$ cat config.mk
export PLATFORM = sky130hd
export DESIGN_NAME = source_text_tokenizer_unit
export DESIGN_NICKNAME = d
export VERILOG_FILES = /design/src/stt_pkg.sv /design/src/source_text_tokenizer_unit.sv /design/src/stt_front.sv /design/src/stt_queue.sv /design/src/stt_back.sv
export SDC_FILE = /design/constraint.sdc
export NUM_CORES = 1
export LEC_CHECK = 0
export BUFFER_PORTS_ARGS = -buffer_cell sky130_fd_sc_hd__buf_2
export CORE_ASPECT_RATIO = 0.6
export CORE_UTILIZATION = 40
export CTS_BUF_LIST = sky130_fd_sc_hd__clkbuf_8
export CTS_CLUSTER_DIAMETER = 50
export CTS_CLUSTER_SIZE = 20
export DETAILED_ROUTE_END_ITERATION = 16
export SLEW_MARGIN = 10
export SYNTH_ARGS = -nofsm -noshare
export SYNTH_HDL_FRONTEND = slang
export SYNTH_HIERARCHICAL = 1
export SYNTH_SLANG_ARGS = --single-unit
export TNS_END_PERCENT = 100
$ cat constraint.sdc
create_clock -name clk -period 12.2 [get_ports clk]
set_input_delay 2.44 -clock clk [delete_from_list [all_inputs] [get_ports clk]]
set_output_delay 2.44 -clock clk [all_outputs]
set_load 0.005 [all_outputs]
$ cat src/stt_pkg.sv
// types, constants and helpers shared by the source text tokenizer
// no dependencies; imported by every tokenizer module
package stt_pkg;

  localparam int INT_VALUE_BITS = 31;
  localparam int MAX_RES        = 3;
  localparam int CNT_BITS       = $clog2(MAX_RES + 1);
  localparam int QUEUE_DEPTH    = 4;
  localparam int QPTR_BITS      = $clog2(QUEUE_DEPTH);
  localparam int QCNT_BITS      = $clog2(QUEUE_DEPTH + 1);

  localparam logic [INT_VALUE_BITS-1:0] INT_MAX = {INT_VALUE_BITS{1'b1}};

  // token kinds
  localparam logic [4:0] TK_EOF     = 5'd0;
  localparam logic [4:0] TK_ID      = 5'd1;
  localparam logic [4:0] TK_INT     = 5'd2;
  localparam logic [4:0] TK_STR     = 5'd3;
  localparam logic [4:0] TK_CHAR    = 5'd4;
  localparam logic [4:0] TK_ASSIGN  = 5'd5;
  localparam logic [4:0] TK_SEMI    = 5'd6;
  localparam logic [4:0] TK_LPAREN  = 5'd7;
  localparam logic [4:0] TK_RPAREN  = 5'd8;
  localparam logic [4:0] TK_LBRACE  = 5'd9;
  localparam logic [4:0] TK_RBRACE  = 5'd10;
  localparam logic [4:0] TK_LBRACK  = 5'd11;
  localparam logic [4:0] TK_RBRACK  = 5'd12;
  localparam logic [4:0] TK_COMMA   = 5'd13;
  localparam logic [4:0] TK_PLUS    = 5'd14;
  localparam logic [4:0] TK_MINUS   = 5'd15;
  localparam logic [4:0] TK_STAR    = 5'd16;
  localparam logic [4:0] TK_SLASH   = 5'd17;
  localparam logic [4:0] TK_CARET   = 5'd18;
  localparam logic [4:0] TK_PERCENT = 5'd19;

  // error codes
  localparam logic [2:0] ERR_NONE       = 3'd0;
  localparam logic [2:0] ERR_UNKNOWN    = 3'd1;
  localparam logic [2:0] ERR_EMPTY_CHAR = 3'd2;
  localparam logic [2:0] ERR_OPEN_CHAR  = 3'd3;
  localparam logic [2:0] ERR_OPEN_STR   = 3'd4;

  // special characters
  localparam logic [7:0] CH_NUL    = 8'h00;
  localparam logic [7:0] CH_NL     = 8'h0a;
  localparam logic [7:0] CH_SPACE  = 8'h20;
  localparam logic [7:0] CH_DQUOTE = 8'h22;
  localparam logic [7:0] CH_SQUOTE = 8'h27;

  typedef struct packed {
    logic [7:0] text_byte;
    logic       final_byte;
  } in_word_t;

  typedef struct packed {
    logic [4:0]                token_kind;
    logic [7:0]                body_byte;
    logic                      has_byte;
    logic [INT_VALUE_BITS-1:0] int_value;
    logic                      token_start;
    logic                      token_end;
    logic [2:0]                error_code;
    logic                      last_result;
  } out_word_t;

  // all results caused by one input byte
  typedef struct packed {
    logic [CNT_BITS-1:0]           cnt;
    out_word_t [MAX_RES-1:0]       res;
  } bundle_t;

  typedef struct packed {
    logic full;
    logic empty;
  } qstat_t;

  function automatic logic is_letter(logic [7:0] b);
    return b inside {[8'h41:8'h5a], [8'h61:8'h7a]};
  endfunction

  function automatic logic is_digit(logic [7:0] b);
    return b inside {[8'h30:8'h39]};
  endfunction

  function automatic logic [4:0] op_kind(logic [7:0] b);
    logic [4:0] k;
    case (b)
      8'h3d:   k = TK_ASSIGN;
      8'h3b:   k = TK_SEMI;
      8'h28:   k = TK_LPAREN;
      8'h29:   k = TK_RPAREN;
      8'h7b:   k = TK_LBRACE;
      8'h7d:   k = TK_RBRACE;
      8'h5b:   k = TK_LBRACK;
      8'h5d:   k = TK_RBRACK;
      8'h2c:   k = TK_COMMA;
      8'h2b:   k = TK_PLUS;
      8'h2d:   k = TK_MINUS;
      8'h2a:   k = TK_STAR;
      8'h2f:   k = TK_SLASH;
      8'h5e:   k = TK_CARET;
      8'h25:   k = TK_PERCENT;
      default: k = TK_EOF;
    endcase
    return k;
  endfunction

  function automatic out_word_t mk_word(logic [4:0] kind, logic [7:0] b, logic hasb,
                                        logic [INT_VALUE_BITS-1:0] ival, logic st,
                                        logic en, logic [2:0] err);
    out_word_t w;
    w.token_kind  = kind;
    w.body_byte   = b;
    w.has_byte    = hasb;
    w.int_value   = ival;
    w.token_start = st;
    w.token_end   = en;
    w.error_code  = err;
    w.last_result = 1'b0;
    return w;
  endfunction

  function automatic bundle_t bundle_push(bundle_t bnd, out_word_t w);
    bundle_t r;
    r = bnd;
    if (r.cnt < CNT_BITS'(MAX_RES)) begin
      r.res[r.cnt[1:0]] = w;
      r.cnt = r.cnt + 1'b1;
    end
    return r;
  endfunction

endpackage

$ cat src/source_text_tokenizer_unit.sv
// source text tokenizer top level
// depends on stt_pkg, stt_front, stt_queue and stt_back
// usage
//   in channel: one text byte per word (in_word.text_byte, in_word.final_byte),
//   taken at a clock edge where in_valid is high and in_stall is low
//   out channel: one token result per word, taken where out_valid is high and
//   out_stall is low; last_result flags the final result of each text byte
//   a text byte of zero, or final_byte, closes any open token and sends eof
//   after eof or an error result every further byte is taken and dropped
// timing
//   a byte with results is written, as it is taken, to the bundle queue between
//   scanner and output register, which then loads its results in order; one word
//   a cycle in while in_stall is low, one word a cycle out while out_stall is
//   low; a byte causing two or three results gives that many out words, and the
//   4-entry queue absorbs those bursts; in_stall rises only when it is full
// reset
//   rst_n is synchronous, active low: scanner returns to idle between tokens,
//   queue empties, out_valid drops, text accepted again
// stall: while out_stall is high the output word holds and the scanner keeps
//   taking bytes until the queue fills
module source_text_tokenizer_unit
  import stt_pkg::*;
(
  input  logic      clk,
  input  logic      rst_n,
  input  logic      in_valid,
  output logic      in_stall,
  input  in_word_t  in_word,
  output logic      out_valid,
  input  logic      out_stall,
  output out_word_t out_word
);

  // queue status, shared by scanner (fullness) and output side (emptiness)
  qstat_t  qstat;
  logic    push;
  bundle_t push_bundle;
  logic    pop;
  bundle_t head;

  // stall only when no bundle slot is free
  assign in_stall = qstat.full;

  // scanner: byte classification and token state
  stt_front u_front (
    .clk         (clk),
    .rst_n       (rst_n),
    .in_valid    (in_valid),
    .in_word     (in_word),
    .qstat       (qstat),
    .push        (push),
    .push_bundle (push_bundle)
  );

  // decouples scanning from output delivery
  stt_queue u_queue (
    .clk         (clk),
    .rst_n       (rst_n),
    .push        (push),
    .push_bundle (push_bundle),
    .pop         (pop),
    .head        (head),
    .qstat       (qstat)
  );

  // serializes each bundle into single result words
  stt_back u_back (
    .clk       (clk),
    .rst_n     (rst_n),
    .head      (head),
    .qstat     (qstat),
    .pop       (pop),
    .out_stall (out_stall),
    .out_valid (out_valid),
    .out_word  (out_word)
  );

endmodule

$ cat src/stt_front.sv
// front part: scan state and classification of each text byte
// depends on stt_pkg; builds the result bundle pushed into the queue
module stt_front
  import stt_pkg::*;
(
  input  logic     clk,
  input  logic     rst_n,
  input  logic     in_valid,
  input  in_word_t in_word,
  input  qstat_t   qstat,
  output logic     push,
  output bundle_t  push_bundle
);

  typedef enum logic [2:0] {
    M_IDLE, M_ID, M_NUM, M_STR, M_CHOPEN, M_CHHELD
  } mode_t;

  mode_t                     mode_r, mode_nxt;
  logic [INT_VALUE_BITS-1:0] acc_r, acc_nxt;
  logic [7:0]                held_r, held_nxt;
  logic                      stop_r, stop_nxt;

  logic                      accept;
  logic [7:0]                b;
  logic                      fin;
  logic                      handled;
  logic                      end_fail;
  logic [INT_VALUE_BITS+3:0] prod;
  bundle_t                   bnd;

  assign accept = in_valid && !qstat.full;
  assign b      = in_word.text_byte;
  assign fin    = in_word.final_byte;

  // acc*10 + digit as shift-add, compared against the saturation limit
  assign prod = ({4'd0, acc_r} << 3) + ({4'd0, acc_r} << 1)
              + (INT_VALUE_BITS+4)'(b[3:0]);

  always_comb begin
    mode_nxt = mode_r;
    acc_nxt  = acc_r;
    held_nxt = held_r;
    stop_nxt = stop_r;
    handled  = 1'b0;
    end_fail = 1'b0;
    bnd      = '0;
    if (!stop_r) begin
      if (b != CH_NUL) begin
        // a non-continuing byte closes an open identifier or number first
        if (mode_nxt == M_ID && !is_letter(b)) begin
          bnd = bundle_push(bnd, mk_word(TK_ID, 8'd0, 1'b0, '0, 1'b0, 1'b1, ERR_NONE));
          mode_nxt = M_IDLE;
        end else if (mode_nxt == M_NUM && !is_digit(b)) begin
          bnd = bundle_push(bnd, mk_word(TK_INT, 8'd0, 1'b0, acc_nxt, 1'b1, 1'b1,
                                         ERR_NONE));
          acc_nxt  = '0;
          mode_nxt = M_IDLE;
        end
        handled = 1'b1;
        case (mode_nxt)
          M_ID: begin
            bnd = bundle_push(bnd, mk_word(TK_ID, b, 1'b1, '0, 1'b0, 1'b0, ERR_NONE));
          end
          M_NUM: begin
            if (prod > {4'd0, INT_MAX}) acc_nxt = INT_MAX;
            else acc_nxt = prod[INT_VALUE_BITS-1:0];
          end
          M_STR: begin
            if (b == CH_DQUOTE) begin
              bnd = bundle_push(bnd, mk_word(TK_STR, 8'd0, 1'b0, '0, 1'b0, 1'b1,
                                             ERR_NONE));
              mode_nxt = M_IDLE;
            end else begin
              bnd = bundle_push(bnd, mk_word(TK_STR, b, 1'b1, '0, 1'b0, 1'b0, ERR_NONE));
            end
          end
          M_CHOPEN: begin
            if (b == CH_SQUOTE) begin
              bnd = bundle_push(bnd, mk_word(TK_EOF, 8'd0, 1'b0, '0, 1'b0, 1'b0,
                                             ERR_EMPTY_CHAR));
              stop_nxt = 1'b1;
            end else begin
              held_nxt = b;
              mode_nxt = M_CHHELD;
            end
          end
          M_CHHELD: begin
            if (b == CH_SQUOTE) begin
              bnd = bundle_push(bnd, mk_word(TK_CHAR, held_nxt, 1'b1, '0, 1'b1, 1'b1,
                                             ERR_NONE));
              held_nxt = 8'd0;
              mode_nxt = M_IDLE;
            end else begin
              bnd = bundle_push(bnd, mk_word(TK_EOF, 8'd0, 1'b0, '0, 1'b0, 1'b0,
                                             ERR_OPEN_CHAR));
              stop_nxt = 1'b1;
            end
          end
          default: handled = 1'b0;
        endcase
        if (!handled) begin
          if (b == CH_SPACE || b == CH_NL) begin
            mode_nxt = M_IDLE;
          end else if (is_digit(b)) begin
            acc_nxt  = INT_VALUE_BITS'(b[3:0]);
            mode_nxt = M_NUM;
          end else if (is_letter(b)) begin
            bnd = bundle_push(bnd, mk_word(TK_ID, b, 1'b1, '0, 1'b1, 1'b0, ERR_NONE));
            mode_nxt = M_ID;
          end else if (b == CH_DQUOTE) begin
            bnd = bundle_push(bnd, mk_word(TK_STR, 8'd0, 1'b0, '0, 1'b1, 1'b0, ERR_NONE));
            mode_nxt = M_STR;
          end else if (b == CH_SQUOTE) begin
            mode_nxt = M_CHOPEN;
          end else if (op_kind(b) != TK_EOF) begin
            bnd = bundle_push(bnd, mk_word(op_kind(b), 8'd0, 1'b0, '0, 1'b1, 1'b1,
                                           ERR_NONE));
          end else begin
            bnd = bundle_push(bnd, mk_word(TK_EOF, 8'd0, 1'b0, '0, 1'b0, 1'b0,
                                           ERR_UNKNOWN));
            stop_nxt = 1'b1;
          end
        end
      end
      // end of text: close what is open, then eof
      if (!stop_nxt && (b == CH_NUL || fin)) begin
        case (mode_nxt)
          M_ID: begin
            if (bnd.cnt != '0) bnd.res[bnd.cnt[1:0] - 2'd1].token_end = 1'b1;
            else bnd = bundle_push(bnd, mk_word(TK_ID, 8'd0, 1'b0, '0, 1'b0, 1'b1,
                                                ERR_NONE));
          end
          M_NUM: begin
            bnd = bundle_push(bnd, mk_word(TK_INT, 8'd0, 1'b0, acc_nxt, 1'b1, 1'b1,
                                           ERR_NONE));
          end
          M_STR: begin
            bnd = bundle_push(bnd, mk_word(TK_EOF, 8'd0, 1'b0, '0, 1'b0, 1'b0,
                                           ERR_OPEN_STR));
            end_fail = 1'b1;
          end
          M_CHOPEN, M_CHHELD: begin
            bnd = bundle_push(bnd, mk_word(TK_EOF, 8'd0, 1'b0, '0, 1'b0, 1'b0,
                                           ERR_OPEN_CHAR));
            end_fail = 1'b1;
          end
          default: ;
        endcase
        if (!end_fail) begin
          bnd = bundle_push(bnd, mk_word(TK_EOF, 8'd0, 1'b0, '0, 1'b1, 1'b1, ERR_NONE));
          mode_nxt = M_IDLE;
          acc_nxt  = '0;
        end
        stop_nxt = 1'b1;
      end
      if (bnd.cnt != '0) bnd.res[bnd.cnt[1:0] - 2'd1].last_result = 1'b1;
    end
  end

  assign push        = accept && (bnd.cnt != '0);
  assign push_bundle = bnd;

  always_ff @(posedge clk) begin
    if (!rst_n) begin
      mode_r <= M_IDLE;
      acc_r  <= '0;
      held_r <= 8'd0;
      stop_r <= 1'b0;
    end else if (accept) begin
      mode_r <= mode_nxt;
      acc_r  <= acc_nxt;
      held_r <= held_nxt;
      stop_r <= stop_nxt;
    end
  end

  // stopped text never produces results
  a_stopped_silent: assert property (@(posedge clk) disable iff (!rst_n)
    stop_r |-> !push) else $error("push after text stopped");

  // a pushed bundle always marks its final entry as last
  a_last_marked: assert property (@(posedge clk) disable iff (!rst_n)
    push |-> push_bundle.res[push_bundle.cnt[1:0] - 2'd1].last_result)
    else $error("bundle without last result");

endmodule

$ cat src/stt_queue.sv
// short bundle queue between the front and back parts
// depends on stt_pkg; one push and one pop per cycle
module stt_queue
  import stt_pkg::*;
(
  input  logic    clk,
  input  logic    rst_n,
  input  logic    push,
  input  bundle_t push_bundle,
  input  logic    pop,
  output bundle_t head,
  output qstat_t  qstat
);

  bundle_t              mem [QUEUE_DEPTH];
  logic [QPTR_BITS-1:0] wr_ptr_r, rd_ptr_r;
  logic [QCNT_BITS-1:0] cnt_r;

  assign qstat.full  = (cnt_r == QCNT_BITS'(QUEUE_DEPTH));
  assign qstat.empty = (cnt_r == '0);
  assign head        = mem[rd_ptr_r];

  always_ff @(posedge clk) begin
    if (push) mem[wr_ptr_r] <= push_bundle;
  end

  always_ff @(posedge clk) begin
    if (!rst_n) begin
      wr_ptr_r <= '0;
      rd_ptr_r <= '0;
      cnt_r    <= '0;
    end else begin
      if (push) wr_ptr_r <= wr_ptr_r + 1'b1;
      if (pop)  rd_ptr_r <= rd_ptr_r + 1'b1;
      if (push && !pop)      cnt_r <= cnt_r + 1'b1;
      else if (pop && !push) cnt_r <= cnt_r - 1'b1;
    end
  end

  a_no_overflow: assert property (@(posedge clk) disable iff (!rst_n)
    qstat.full |-> !push) else $error("push into full queue");

  a_no_underflow: assert property (@(posedge clk) disable iff (!rst_n)
    qstat.empty |-> !pop) else $error("pop from empty queue");

endmodule

$ cat src/stt_back.sv
// back part: walks the head bundle and feeds the output register
// depends on stt_pkg; pops a bundle after its last result is loaded
module stt_back
  import stt_pkg::*;
(
  input  logic      clk,
  input  logic      rst_n,
  input  bundle_t   head,
  input  qstat_t    qstat,
  output logic      pop,
  input  logic      out_stall,
  output logic      out_valid,
  output out_word_t out_word
);

  logic                out_valid_r;
  out_word_t           out_word_r;
  logic [CNT_BITS-1:0] sub_r;
  logic                load;
  logic                at_last;

  assign load    = !qstat.empty && (!out_valid_r || !out_stall);
  assign at_last = (sub_r == head.cnt - 1'b1);
  assign pop     = load && at_last;

  always_ff @(posedge clk) begin
    if (!rst_n) begin
      out_valid_r <= 1'b0;
      sub_r       <= '0;
    end else begin
      if (load) begin
        out_valid_r <= 1'b1;
        sub_r       <= at_last ? '0 : sub_r + 1'b1;
      end else if (!out_stall) begin
        out_valid_r <= 1'b0;
      end
    end
  end

  always_ff @(posedge clk) begin
    if (load) out_word_r <= head.res[sub_r[1:0]];
  end

  assign out_valid = out_valid_r;
  assign out_word  = out_word_r;

  a_sub_in_range: assert property (@(posedge clk) disable iff (!rst_n)
    !qstat.empty |-> (sub_r < head.cnt)) else $error("result index past bundle");

  a_sub_restarts: assert property (@(posedge clk) disable iff (!rst_n)
    pop |=> (sub_r == '0)) else $error("result index not cleared after pop");

endmodule

==> impl_metrics.py <==
metrics = {
    "synthesis": {
        "synth_area_per_cell_um2": 15.54,
        "synth_top_area_cell": "edfxtp_1",
        "synth_top_area_share_pct": 61.48,
        "synth_cell_type_count": 90,
        "postSynthCellCount": 2109,
        "synth_area_um2": 32780,
        "synth_warnings": 6,
        "ys_seq_area_share_pct": 64.84,
        "synth_edf_count": 671,
        "synthTopCellsByArea": "edfxtp_1 (61%), mux4_2 (11%), dfxtp_1 (3.4%), ha_1 (2.5%), buf_4 (2.1%)",
        "synthFlopType": "edfxtp_1",
        "ys_ff_latch": 726,
        "async_reset_ff_share_pct": 0,
    },
    "place": {
        "gp_congestion": 0.9016,
        "port_buffers": 65,
        "place_hpwl_mm": 49.57,
    },
    "setup_path": {
        "crit_fanout": 24,
        "r2r_setup_slack_ns": 7.22,
        "criticalPathCategory": "primary input to flip-flop",
        "startpoint_type": "primary input",
        "worstSetupEndpointType": "flip-flop",
        "crit_buf_inv": 2,
        "worstPathArrival_ns": 7.11,
        "path_delay_family": "compound AO/OA/AOI/OAI gates",
        "cp_data_required_time_ns": 12.64,
        "worstPathCellList": "buf_2 > inv_1 > fa_1 > fa_1 > nand2b_1 > a21oi_1 > o2111ai_1 > o21ai_1 > a21boi_0 > o21a_1 > o211ai_2 > nor2_2 > o21a_1 > o31ai_1",
        "critPathMaxStageDelay_ns": 0.64,
        "cpMaxStageDelayCell": "o31ai_1",
    },
    "routing": {
        "wirelength_mm": 77.73,
        "wl_met3_mm": 7.004,
        "routed.top_layer": "met4",
        "post-route-drc-count": 0,
        "drt_iter0_drc": 2160,
        "ant_nets": 0,
        "wl_per_cell_um": 23.89,
        "routedLengthMet1_mm": 39.33,
        "via_per_inst": 5.703,
        "wl_met2_mm": 30.42,
        "drtPass1Iterations": 6,
        "num_vias": 18550,
    },
    "layout": {
        "fillers": 7125,
        "fin_util_pct": 43.56,
        "area_growth_pct": 6.684,
        "drive_above_1_share_pct": 17.30,
        "most-common-layout-cells": "edfxtp_1 (671), nand2_1 (156), mux4_2 (155)",
        "final_common_cell": "edfxtp_1",
        "final_nets": 2224,
    },
    "power": {
        "p_comb_share_pct": 23.6,
        "leakage_nw": 11.61,
        "cellPowerDensity_nw_per_um2": 170.0,
        "seqPwrFrac_pct": 53.6,
        "switching_share_pct": 29.76,
        "intPower_mw": 4.175,
        "pwr-share-clk_pct": 22.9,
        "peakVddDrop_mv": 0.1336,
        "switching_power_mw": 1.769,
    },
    "grt": {
        "grt_usage_pct": 18.66,
        "antenna_found_initial": 3,
        "gr-total-overflow": 0,
        "grt_pass1_wl_mm": 115.9,
        "grt_max_degree": 148,
        "grt_pass1_vias": 17560,
    },
    "timing": {
        "hold_viol_final": 0,
        "fmax_ghz": 0.1498,
        "fin_tns_setup_ns": 0,
        "fin_crit_sh_pct": 54.74,
        "rsz0062_at_grt": "no",
        "fin_crit_ns": 6.678,
        "drv_slew": 0,
        "timing.hold.ws_ns": 0.4770,
        "setup_viol": 0,
        "slew-limit-headroom_pct": 22.21,
        "tightest_slew_ns": 1.152,
        "finalClockSkew_ns": 0.08213,
    },
    "die": {
        "core_area_um2": 80280,
        "fp-row-count": 80,
        "io-pin-count": 66,
        "initial_core_util_pct": 40.83,
        "dieHeight_um": 223.7,
        "die_area_um2": 83120,
        "die_w_um": 371.5,
    },
    "clock_network": {
        "clkLatencyLatePin_ns": 0.75,
        "hold_buffers": 0,
        "post_cts_resized": 0,
        "cts_sinks": 726,
        "post_cts_buffers": 0,
        "clockBufferDepth": 3,
        "clk_pin_slew_ns": 0.12,
        "numCtsBuffers": 51,
        "root_buffer": "clkbuf_8",
        "cts_tree": "done",
        "h-tree-depth": 2,
    },
    "worst_hold_path": {
        "min_path_type": "flip-flop to flip-flop",
    },
    "flow_run": {
        "drv_cap": 0,
    },
    "outcome": {
        "status": "finished, final reports clean",
    },
}
final timing paths:
check | from | endpoint | depth (start not counted)
setup / recovery | in_word[4] | u_queue/mem[3][6]$_DFFE_PP_ | 14
hold reg to reg | u_front/held_r[1]$_SDFFE_PN0P_ | u_front/held_r[1]$_SDFFE_PN0P_ | 2
setup reg to reg | u_front/acc_r[2]$_SDFFE_PN0P_ | u_queue/mem[3][6]$_DFFE_PP_ | 13
hold / removal | u_front/held_r[1]$_SDFFE_PN0P_ | u_front/held_r[1]$_SDFFE_PN0P_ | 2
metrics by stage:
step	cell area, um2	instances	power, mW	worst slack (ns)
detailed placement	33820	3155	4.677	4.998
finish	34970	3253	5.944	5.522
global placement	33820	3155	4.654	5.122
CTS	34960	3251	6.027	5.767
global route	34960	3252	6.220	5.365
floorplan	33050	2183	4.231	3.473
synthesized netlist by cell type, types with 11 or more instances:
cell type and count:
o31ai_1 14, a31oi_1 20, o21ai_0 54, a21oi_1 85, buf_2 38, dfxtp_1 55, a22o_1 27, a211oi_1 11
buf_4 93, xnor2_1 18, nand2_1 156, xor2_1 18, a21o_1 16, o21ai_1 55, ha_1 66, buf_6 11
nor2b_1 14, inv_1 27, and2_1 22, nand2b_1 14, mux2i_1 53, nor3_1 27, nand3_1 37, edfxtp_1 671
a21boi_0 16, clkbuf_1 41, nor2_1 101, mux4_2 155
worst reg2reg max path, delay by kind of cell (launching register included):
kind,cells,cell delay (ns)
AOI/OAI and AO/OA,8,2.61
DFF,1,0.59
adders and majority gates,2,0.90
buffers and inverters,1,0.13
and+or+nand+nor,2,0.50
metal layers:
layer	track usage (%)	up-vias
li1	-	8248
met1	31.64	9545
met2	23.68	688
met3	4.465	72
met4	3.146	0
met5	0	-
final cells by class:
cell class,instances,area (um2),area share (%)
flip-flops and latches,726,21260,60.81
multi-input cells,1244,10550,30.17
well taps,1066,1334,3.815
clock buffers,54,743.2,2.126
repair buffers,91,570.5,1.632
clock inverters,42,395.4,1.131
inverters,28,105.1,0.3006
diodes,2,5.005,0.01431
flip-flops by register name, summed over array words and instances, names as in the netlist, named ones only:
signal            flops
u_back/out_valid      1
u_back/out_word      51
u_back/sub_r          2
u_front/acc_r        31
u_front/held_r        8
u_front/mode_r        3
u_front/stop_r        1
u_queue/cnt_r         3
u_queue/mem         620
u_queue/rd_ptr_r      2
u_queue/wr_ptr_r      2
power by group through the flow:
stage	Clock, mW	Sequential (mW)	Combinational, mW
2_1_floorplan	0	3.22	1.01
3_3_place_gp	0	3.24	1.42
3_5_place_dp	0	3.25	1.43
4_1_cts	1.40	3.19	1.43
5_1_grt	1.48	3.22	1.52
6_report	1.36	3.18	1.40
logic make-up after synthesis:
logic type | after synthesis | share of synthesized area, %
flops | 726 | 64.84
buf+inv | 213 | 3.902
mux | 210 | 12.34
fa+ha+maj | 69 | 2.703
other cells | 1 | 0.01144
xor+xnor | 36 | 0.9620
compound gates | 397 | 8.120
simple gates | 457 | 7.127
Power figures use the tool's default switching activity.
